--- config.mk ---
export PLATFORM = sky130hd
export DESIGN_NAME = rcp_ctrl
export DESIGN_NICKNAME = d
export VERILOG_FILES = /design/src/rtl/rcp_pkg.sv /design/src/rtl/rcp_ctrl.sv
export SDC_FILE = /design/constraint.sdc
export NUM_CORES = 1
export LEC_CHECK = 0
export ABC_AREA = 1
export BUFFER_PORTS_ARGS = -buffer_cell sky130_fd_sc_hd__buf_2
export CAP_MARGIN = 20
export CORE_MARGIN = 2
export CORE_UTILIZATION = 40
export DETAILED_ROUTE_END_ITERATION = 8
export GPL_TIMING_DRIVEN = 0
export HOLD_SLACK_MARGIN = 0.1
export MAX_ROUTING_LAYER = met4
export SLEW_MARGIN = 5
export SYNTH_ARGS = -nofsm -noshare
export SYNTH_HDL_FRONTEND = slang
export SYNTH_SLANG_ARGS = --single-unit
--- constraint.sdc ---
create_clock -name clk -period 2 [get_ports clk]
set_clock_uncertainty 0.05 [all_clocks]
set_input_delay 0.4 -clock clk [delete_from_list [all_inputs] [get_ports clk]]
set_output_delay 0.4 -clock clk [all_outputs]
set_load 0.03 [all_outputs]
--- src/rtl/rcp_pkg.sv ---
package rcp_pkg;

	localparam int IDX_W  = 6;
	localparam int MD_W   = 21;
	localparam int DT_W   = 16;
	localparam int DIVN_W = 54;
	localparam int DIVD_W = 33;

	typedef logic signed [31:0] fix_t;

	localparam logic [11:0] RESET_SPACING = 12'd3277;
	localparam logic [19:0] GRAV_MAG      = 20'd642253;
	localparam logic [15:0] DAMP_Q16      = 16'd65208;
	localparam logic [19:0] DRAG_DIV      = 20'd10;

	// datapath operation codes
	localparam logic [4:0] OP_NOP   = 5'd0;
	localparam logic [4:0] OP_CLEAR = 5'd1;
	localparam logic [4:0] OP_TAKE  = 5'd2;
	localparam logic [4:0] OP_GMUL  = 5'd3;
	localparam logic [4:0] OP_GSET  = 5'd4;
	localparam logic [4:0] OP_EMIT0 = 5'd5;
	localparam logic [4:0] OP_LOAD  = 5'd6;
	localparam logic [4:0] OP_GRAV  = 5'd7;
	localparam logic [4:0] OP_MMUL  = 5'd8;
	localparam logic [4:0] OP_MADD  = 5'd9;
	localparam logic [4:0] OP_DIFF  = 5'd10;
	localparam logic [4:0] OP_SMUL  = 5'd11;
	localparam logic [4:0] OP_SACC  = 5'd12;
	localparam logic [4:0] OP_CMP   = 5'd13;
	localparam logic [4:0] OP_SQRT  = 5'd14;
	localparam logic [4:0] OP_PMUL  = 5'd15;
	localparam logic [4:0] OP_PDIV  = 5'd16;
	localparam logic [4:0] OP_PADD  = 5'd17;
	localparam logic [4:0] OP_VDIV  = 5'd18;
	localparam logic [4:0] OP_VSET  = 5'd19;
	localparam logic [4:0] OP_DMUL  = 5'd20;
	localparam logic [4:0] OP_DSET  = 5'd21;
	localparam logic [4:0] OP_WRITE = 5'd22;
	localparam logic [4:0] OP_EMIT  = 5'd23;

	typedef struct packed {
		logic [4:0] op;
		logic [1:0] axis;
	} cmd_t;

	typedef struct packed {
		logic far;
		logic div_busy;
		logic out_free;
	} sts_t;

	function automatic fix_t sat32(input logic signed [63:0] v);
		fix_t r;
		if (v > 64'sd2147483647) begin
			r = 32'sh7fffffff;
		end else if (v < -64'sd2147483648) begin
			r = 32'sh80000000;
		end else begin
			r = v[31:0];
		end
		return r;
	endfunction

	function automatic logic [31:0] mag32(input fix_t f);
		logic [31:0] u;
		u = f[31] ? (~f + 32'd1) : f;
		return u;
	endfunction

	function automatic logic signed [63:0] sgn_apply(input logic neg, input logic [53:0] m);
		logic signed [63:0] s;
		s = $signed({10'b0, m});
		return neg ? -s : s;
	endfunction

endpackage

--- src/rtl/rcp_ctrl.sv ---
module rcp_ctrl #(
	parameter int NUM_POINTS = 32,
	parameter int IW = 5
) (
	input  logic          clk,
	input  logic          arst_n,
	input  logic          in_valid,
	output logic          in_ready,
	input  rcp_pkg::sts_t sts,
	output rcp_pkg::cmd_t cmd,
	output logic [IW-1:0] idx
);
	import rcp_pkg::*;

	localparam logic [4:0] S_CLR  = 5'd0;
	localparam logic [4:0] S_IDLE = 5'd1;
	localparam logic [4:0] S_G1   = 5'd2;
	localparam logic [4:0] S_G2   = 5'd3;
	localparam logic [4:0] S_E0   = 5'd4;
	localparam logic [4:0] S_RD   = 5'd5;
	localparam logic [4:0] S_LD   = 5'd6;
	localparam logic [4:0] S_GR   = 5'd7;
	localparam logic [4:0] S_M1   = 5'd8;
	localparam logic [4:0] S_M2   = 5'd9;
	localparam logic [4:0] S_DF   = 5'd10;
	localparam logic [4:0] S_S1   = 5'd11;
	localparam logic [4:0] S_S2   = 5'd12;
	localparam logic [4:0] S_CMP  = 5'd13;
	localparam logic [4:0] S_SQ   = 5'd14;
	localparam logic [4:0] S_P1   = 5'd15;
	localparam logic [4:0] S_P2   = 5'd16;
	localparam logic [4:0] S_PW   = 5'd17;
	localparam logic [4:0] S_P3   = 5'd18;
	localparam logic [4:0] S_V1   = 5'd19;
	localparam logic [4:0] S_VW   = 5'd20;
	localparam logic [4:0] S_V2   = 5'd21;
	localparam logic [4:0] S_D1   = 5'd22;
	localparam logic [4:0] S_D2   = 5'd23;
	localparam logic [4:0] S_WR   = 5'd24;
	localparam logic [4:0] S_EM   = 5'd25;

	localparam logic [IW-1:0] LAST_IDX = IW'(NUM_POINTS - 1);

	logic [4:0]    state_q, state_d;
	logic [IW-1:0] idx_q, idx_d;
	logic [1:0]    axis_q, axis_d;
	logic [4:0]    cnt_q, cnt_d;
	logic [4:0]    op;

	always_comb begin
		state_d  = state_q;
		idx_d    = idx_q;
		axis_d   = axis_q;
		cnt_d    = cnt_q;
		op       = OP_NOP;
		in_ready = 1'b0;
		unique case (state_q)
			S_CLR: begin
				op = OP_CLEAR;
				if (idx_q == LAST_IDX) begin
					idx_d   = '0;
					state_d = S_IDLE;
				end else begin
					idx_d = idx_q + IW'(1);
				end
			end
			S_IDLE: begin
				in_ready = 1'b1;
				if (in_valid) begin
					op      = OP_TAKE;
					state_d = S_G1;
				end
			end
			S_G1: begin op = OP_GMUL; state_d = S_G2; end
			S_G2: begin op = OP_GSET; state_d = S_E0; end
			S_E0: begin
				if (sts.out_free) begin
					op      = OP_EMIT0;
					idx_d   = IW'(1);
					state_d = S_RD;
				end
			end
			S_RD: state_d = S_LD;
			S_LD: begin op = OP_LOAD; axis_d = '0; state_d = S_GR; end
			S_GR: begin op = OP_GRAV; state_d = S_M1; end
			S_M1: begin op = OP_MMUL; state_d = S_M2; end
			S_M2: begin op = OP_MADD; state_d = S_DF; end
			S_DF: begin op = OP_DIFF; state_d = S_S1; end
			S_S1: begin op = OP_SMUL; state_d = S_S2; end
			S_S2: begin
				op = OP_SACC;
				if (axis_q == 2'd2) begin
					axis_d  = '0;
					state_d = S_CMP;
				end else begin
					axis_d  = axis_q + 2'd1;
					state_d = S_M1;
				end
			end
			S_CMP: begin
				op    = OP_CMP;
				cnt_d = '0;
				state_d = sts.far ? S_SQ : S_D1;
			end
			S_SQ: begin
				op    = OP_SQRT;
				cnt_d = cnt_q + 5'd1;
				if (cnt_q == 5'd31) begin
					state_d = S_P1;
				end
			end
			S_P1: begin op = OP_PMUL; state_d = S_P2; end
			S_P2: begin op = OP_PDIV; state_d = S_PW; end
			S_PW: if (!sts.div_busy) state_d = S_P3;
			S_P3: begin op = OP_PADD; state_d = S_V1; end
			S_V1: begin op = OP_VDIV; state_d = S_VW; end
			S_VW: if (!sts.div_busy) state_d = S_V2;
			S_V2: begin
				op = OP_VSET;
				if (axis_q == 2'd2) begin
					state_d = S_WR;
				end else begin
					axis_d  = axis_q + 2'd1;
					state_d = S_P1;
				end
			end
			S_D1: begin op = OP_DMUL; state_d = S_D2; end
			S_D2: begin
				op = OP_DSET;
				if (axis_q == 2'd2) begin
					state_d = S_WR;
				end else begin
					axis_d  = axis_q + 2'd1;
					state_d = S_D1;
				end
			end
			S_WR: begin op = OP_WRITE; state_d = S_EM; end
			S_EM: begin
				if (sts.out_free) begin
					op = OP_EMIT;
					if (idx_q == LAST_IDX) begin
						idx_d   = '0;
						state_d = S_IDLE;
					end else begin
						idx_d   = idx_q + IW'(1);
						state_d = S_RD;
					end
				end
			end
			default: state_d = S_IDLE;
		endcase
	end

	always_ff @(posedge clk or negedge arst_n) begin
		if (!arst_n) begin
			state_q <= S_CLR;
			idx_q   <= '0;
			axis_q  <= '0;
			cnt_q   <= '0;
		end else begin
			state_q <= state_d;
			idx_q   <= idx_d;
			axis_q  <= axis_d;
			cnt_q   <= cnt_d;
		end
	end

	assign cmd.op   = op;
	assign cmd.axis = axis_q;
	assign idx      = idx_q;

endmodule

Word level (Yosys, flattened, before mapping)
Cells that the tools add are included.
{"block": "word_totals", "reg_bits": 17, "in_bits": 6, "output_inout_bits": 13}
{"block": "classes", "addsub": 3, "eq_ne": 36, "n_mux": 26, "reduce_logical": 8}
{"cell": "one-hot mux 5 bit (26 select lines)", "count": 1}
{"cell": "one-hot mux 5 bit (23 select lines)", "count": 1}
{"cell": "two-way mux 5 bit", "count": 13}
{"cell": "equality test 5 bit, second input constant", "count": 12}
{"cell": "equality test 5 x 4 -> 1 bit, second input constant", "count": 8}
{"cell": "equality test 5 x 3 -> 1 bit, second input constant", "count": 4}
{"cell": "inequality test 2 bit, second input constant", "count": 8}
{"cell": "one-hot mux 5 bit (3 select lines)", "count": 1}
{"cell": "adder 5 x 1 -> 5 bit, second input constant", "count": 2}
{"cell": "equality test 5 x 2 -> 1 bit, second input constant", "count": 2}
{"cell": "one-hot mux 5 bit (2 select lines)", "count": 1}
{"cell": "two-way mux 3 bit", "count": 3}
{"cell": "AND reduction 7 bit", "count": 1}
{"cell": "two-way mux 2 bit", "count": 3}
{"cell": "one-hot mux 2 bit (3 select lines)", "count": 1}
{"cell": "nonzero test 3 bit", "count": 2}
{"cell": "equality test 5 x 1 -> 1 bit, second input constant", "count": 1}
{"cell": "zero test 5 bit", "count": 1}
{"cell": "two-way mux 4 bit", "count": 1}
{"cell": "AND reduction 3 bit", "count": 1}
{"cell": "adder 2 x 1 -> 2 bit, second input constant", "count": 1}
{"cell": "equality test 2 bit, second input constant", "count": 1}
{"cell": "AND reduction 2 bit", "count": 1}
{"cell": "nonzero test 2 bit", "count": 1}
{"cell": "other kinds (2)", "count": 2}

Longest topological paths before layout
{"block": "logic_depth", "word_depth": 4, "mapped_depth": 11}

Least setup slack after synthesis
Ideal clock, no wire load.
{"block": "synth_timing", "path_kind": "register to output", "from": "register state_q[3]", "to": "output cmd[3] (netlist bit)", "arrival_ps": 1651, "required_ps": 1550, "slack_ps": -101, "path_stages_with_launch": 7, "cell_sequence": "dfrtp_1 -> buf_4 -> nor2_1 -> inv_1 -> nor2_1 -> a21boi_0 -> nand4_1"}
{"item": "start, declared", "line": "rcp_ctrl.sv:44", "rtl": "logic [4:0] state_q, state_d;"}
{"item": "start signal, assigned", "line": "rcp_ctrl.sv:161", "rtl": "state_q <= state_d;"}
{"item": "end, declared", "line": "rcp_ctrl.sv:10", "rtl": "output rcp_pkg::cmd_t cmd,"}

==> out/metrics.csv <==
metric;value;unit
RSZ-0062 raised after global routing;yes;
Max rail drop VDD;0.576;mV
Final Hold Vio Count;0;
initial antenna violation count;0;
WP buf/inv;3;
vias in the first global route;1760;
Residual DRC;0;
DR vias/cell;5.63;
CTS tree;yes;
Routed WL per cell;14.6;um
Die X-Extent;67.2;um
crit start category;register;
gr usage total;0.238;
DR vias;1902;
DR iter-0 viols;214;
worst skew pair latency;0.25;ns
Pins Over Slew Limit;0;
Worst setup EP type;output pin;
#FFs+latches synth;17;
CTS buffer count;3;
filler instances;356;
R2R Setup Slk;0.24;ns
final WL;4930;um
Final Cycle Share;1.06;
FMAX;474;MHz
failing checks;setup timing;
DP HPWL;3260;um
post-route ant nets;0;
utilization after layout;0.583;
sequential share of the synthesized area;0.266;
first-pass GRT wire length;7980;um
Max stage delay cell, worst path;dfrtp_2;
Final setup viols;4;
share of cells above drive strength 1;0.328;
critical path type;register to output pin;
MaxCap Viol Count;0;
largest net degree at the start of global routing;18;
CTS root buffer;clkbuf_8;
final period demand of the worst path;2.11;ns
Mapped Area;1600;um2
Sink Count;17;
Slew headroom;0.750;
commonest non-fill, non-tap cell in the layout;nand2_1;
core area;3740;um2
Layout Nets;304;
CP max stage delay;0.49;ns
GRT Residual Overflow;0;
antenna cells;0;
I/O Pins;19;
arrival time at the worst endpoint;1.66;ns
power density over the cells;1520;nW/um2
post-place setup slack;0.0276;ns
Die Height;67.2;um
Longest Clk Path Bufs;2;
CTS H-tree depth;1;
Initial DRT Pass Iterations;5;
Area growth syn-to-layout;36.6;%
Worst EP required;1.55;ns
number of port buffers;18;
cell mode on critical path;buf_6;
Clock Pin Slew Worst Setup and Hold Paths;0.07;ns
Lkg Pwr;1.13;nW
Unique masters post-synth;29;
placer's final routability congestion estimate;0.935;
post-synth net total;263;
Cell Chain, Critical Path;buf_6 > nor2_4 > buf_6 > nand4_1 > nor3b_2 > nand4_1 > buf_6;
critical path's top delay family;flip-flops;
HP Class;input port to register;
Site Rows;22;
Least-Margin Pin Slew;0.376;ns
status;complete, but fails checks;
Sequential Area;427;um2
Multi-input gate area;1190;um2
most frequent cells in the layout;nand2_1, nor2_1, nand3_1, inv_1, dfrtp_1;
DIE AREA;4510;um2
Mean Syn Cell Area;6.39;um2
yosys warns;0;
post-synthesis cell count;250;
Worst Slack Setup Final;-0.112;ns
crit-path max FO;6;
Starting Density;0.426;
[area by class of cell]
cell class                      instances  area share
Timing Repair Buffer                   36       0.118
Sequential cell                        17       0.196
Clock inverter                          1     0.00229
Tap cell                               48      0.0275
Clock buffer                            3      0.0189
Multi-Input combinational cell        196       0.544
Buffer                                  6      0.0293
Inverter                               31      0.0637
[path summary, 6_finish.rpt]
check                      startpoint    endpoint  cells after the start
min reg2reg                  cnt_q[4]    cnt_q[4]                      1
max in group asynchronous      arst_n  state_q[2]                      2
max reg2reg                state_q[2]  state_q[4]                     11
min in group asynchronous      arst_n      idx[4]                      2
max                        state_q[2]      cmd[2]                      7
min                            sts[2]  state_q[3]                      5
[routing by layer]
| layer | vias to the layer above | GRT usage | routed length [um] |
|---|---|---|---|
| met5 | - | - | 0 |
| met1 | 849 | 0.299 | 1990 |
| li1 | 903 | - | - |
| met4 | 0 | 0.0816 | 166 |
| met3 | 28 | 0.0600 | 505 |
| met2 | 122 | 0.371 | 2260 |
[power breakdown]
part	total, mW	switching [mW]	leakage [nW]	internal, mW
logic	2.51	1.61	0.886	0.905
clock network	0.259	0.121	0.0255	0.138
registers	0.549	0.0962	0.222	0.453
total	3.32	1.82	1.13	1.50
[through the flow]
| stage | TNS [ns] | power (mW) | hold WS, ns | instance area [um2] | std cells |
|---|---|---|---|---|---|
| 3_3_place_gp | 0 | 2.47 | 0.294 | 1750 | 316 |
| 5_1_grt | -0.822 | 3.61 | 0.511 | 2180 | 338 |
| 3_5_place_dp | 0 | 2.43 | 0.298 | 1750 | 316 |
| 2_1_floorplan | 0 | 1.99 | 0.0544 | 1600 | 250 |
| 6_report | -0.398 | 3.32 | 0.454 | 2180 | 338 |
| 4_1_cts | -0.0729 | 3.12 | 0.443 | 2070 | 332 |
[timing repair]
item	4_1_cts	5_1_grt
buffers inserted	11	5
endpoints found under the setup margin	4	8
hold endpoints to repair	17	0
gates resized for setup	57	17
hold buffers	1	0
pin swaps	9	7
gates cloned	0	1
[logic make-up after synthesis]
family                     count (synthesis)  share of synthesized area
xor gates and xnor gates                   2                     0.0110
adders and majority gates                  7                     0.0549
DFF                                       17                      0.266
buffers and inverters                     37                     0.0995
and+or+nand+nor                          157                      0.464
AOI/OAI and AO/OA                         30                      0.104
[flip-flops by register name, summed over array words and instances, names as in the netlist]
signal,cells
state_q,5
idx,5
cnt_q,5
axis_q,2
[Yosys cell counts (all sizes together)]
master	count	area share
nor3	3	0.0094
a22oi	1	0.0047
nor3b	2	0.0094
nor2	43	0.13
a22o	2	0.011
ha	7	0.055
nand4	9	0.035
o21ai	17	0.053
and3	1	0.0039
a21oi	7	0.022
dfrtp	17	0.27
nand3	31	0.11
a21boi	1	0.0047
o211ai	1	0.0047
inv	31	0.076
nand2	68	0.16
buf	6	0.024
xor2	2	0.011
o22ai	1	0.0039
[worst reg2reg max path, stage by stage (launching register included)]
cell	delay (ns)
dfrtp_2	0.48
buf_6	0.14
nor2_4	0.04
buf_6	0.13
buf_4	0.14
buf_4	0.14
nand4_1	0.11
nand2_1	0.07
nor2_1	0.12
nand3_2	0.12
nand2_1	0.08
nand2_1	0.05
Note: power is estimated with default switching activity, not from simulation.
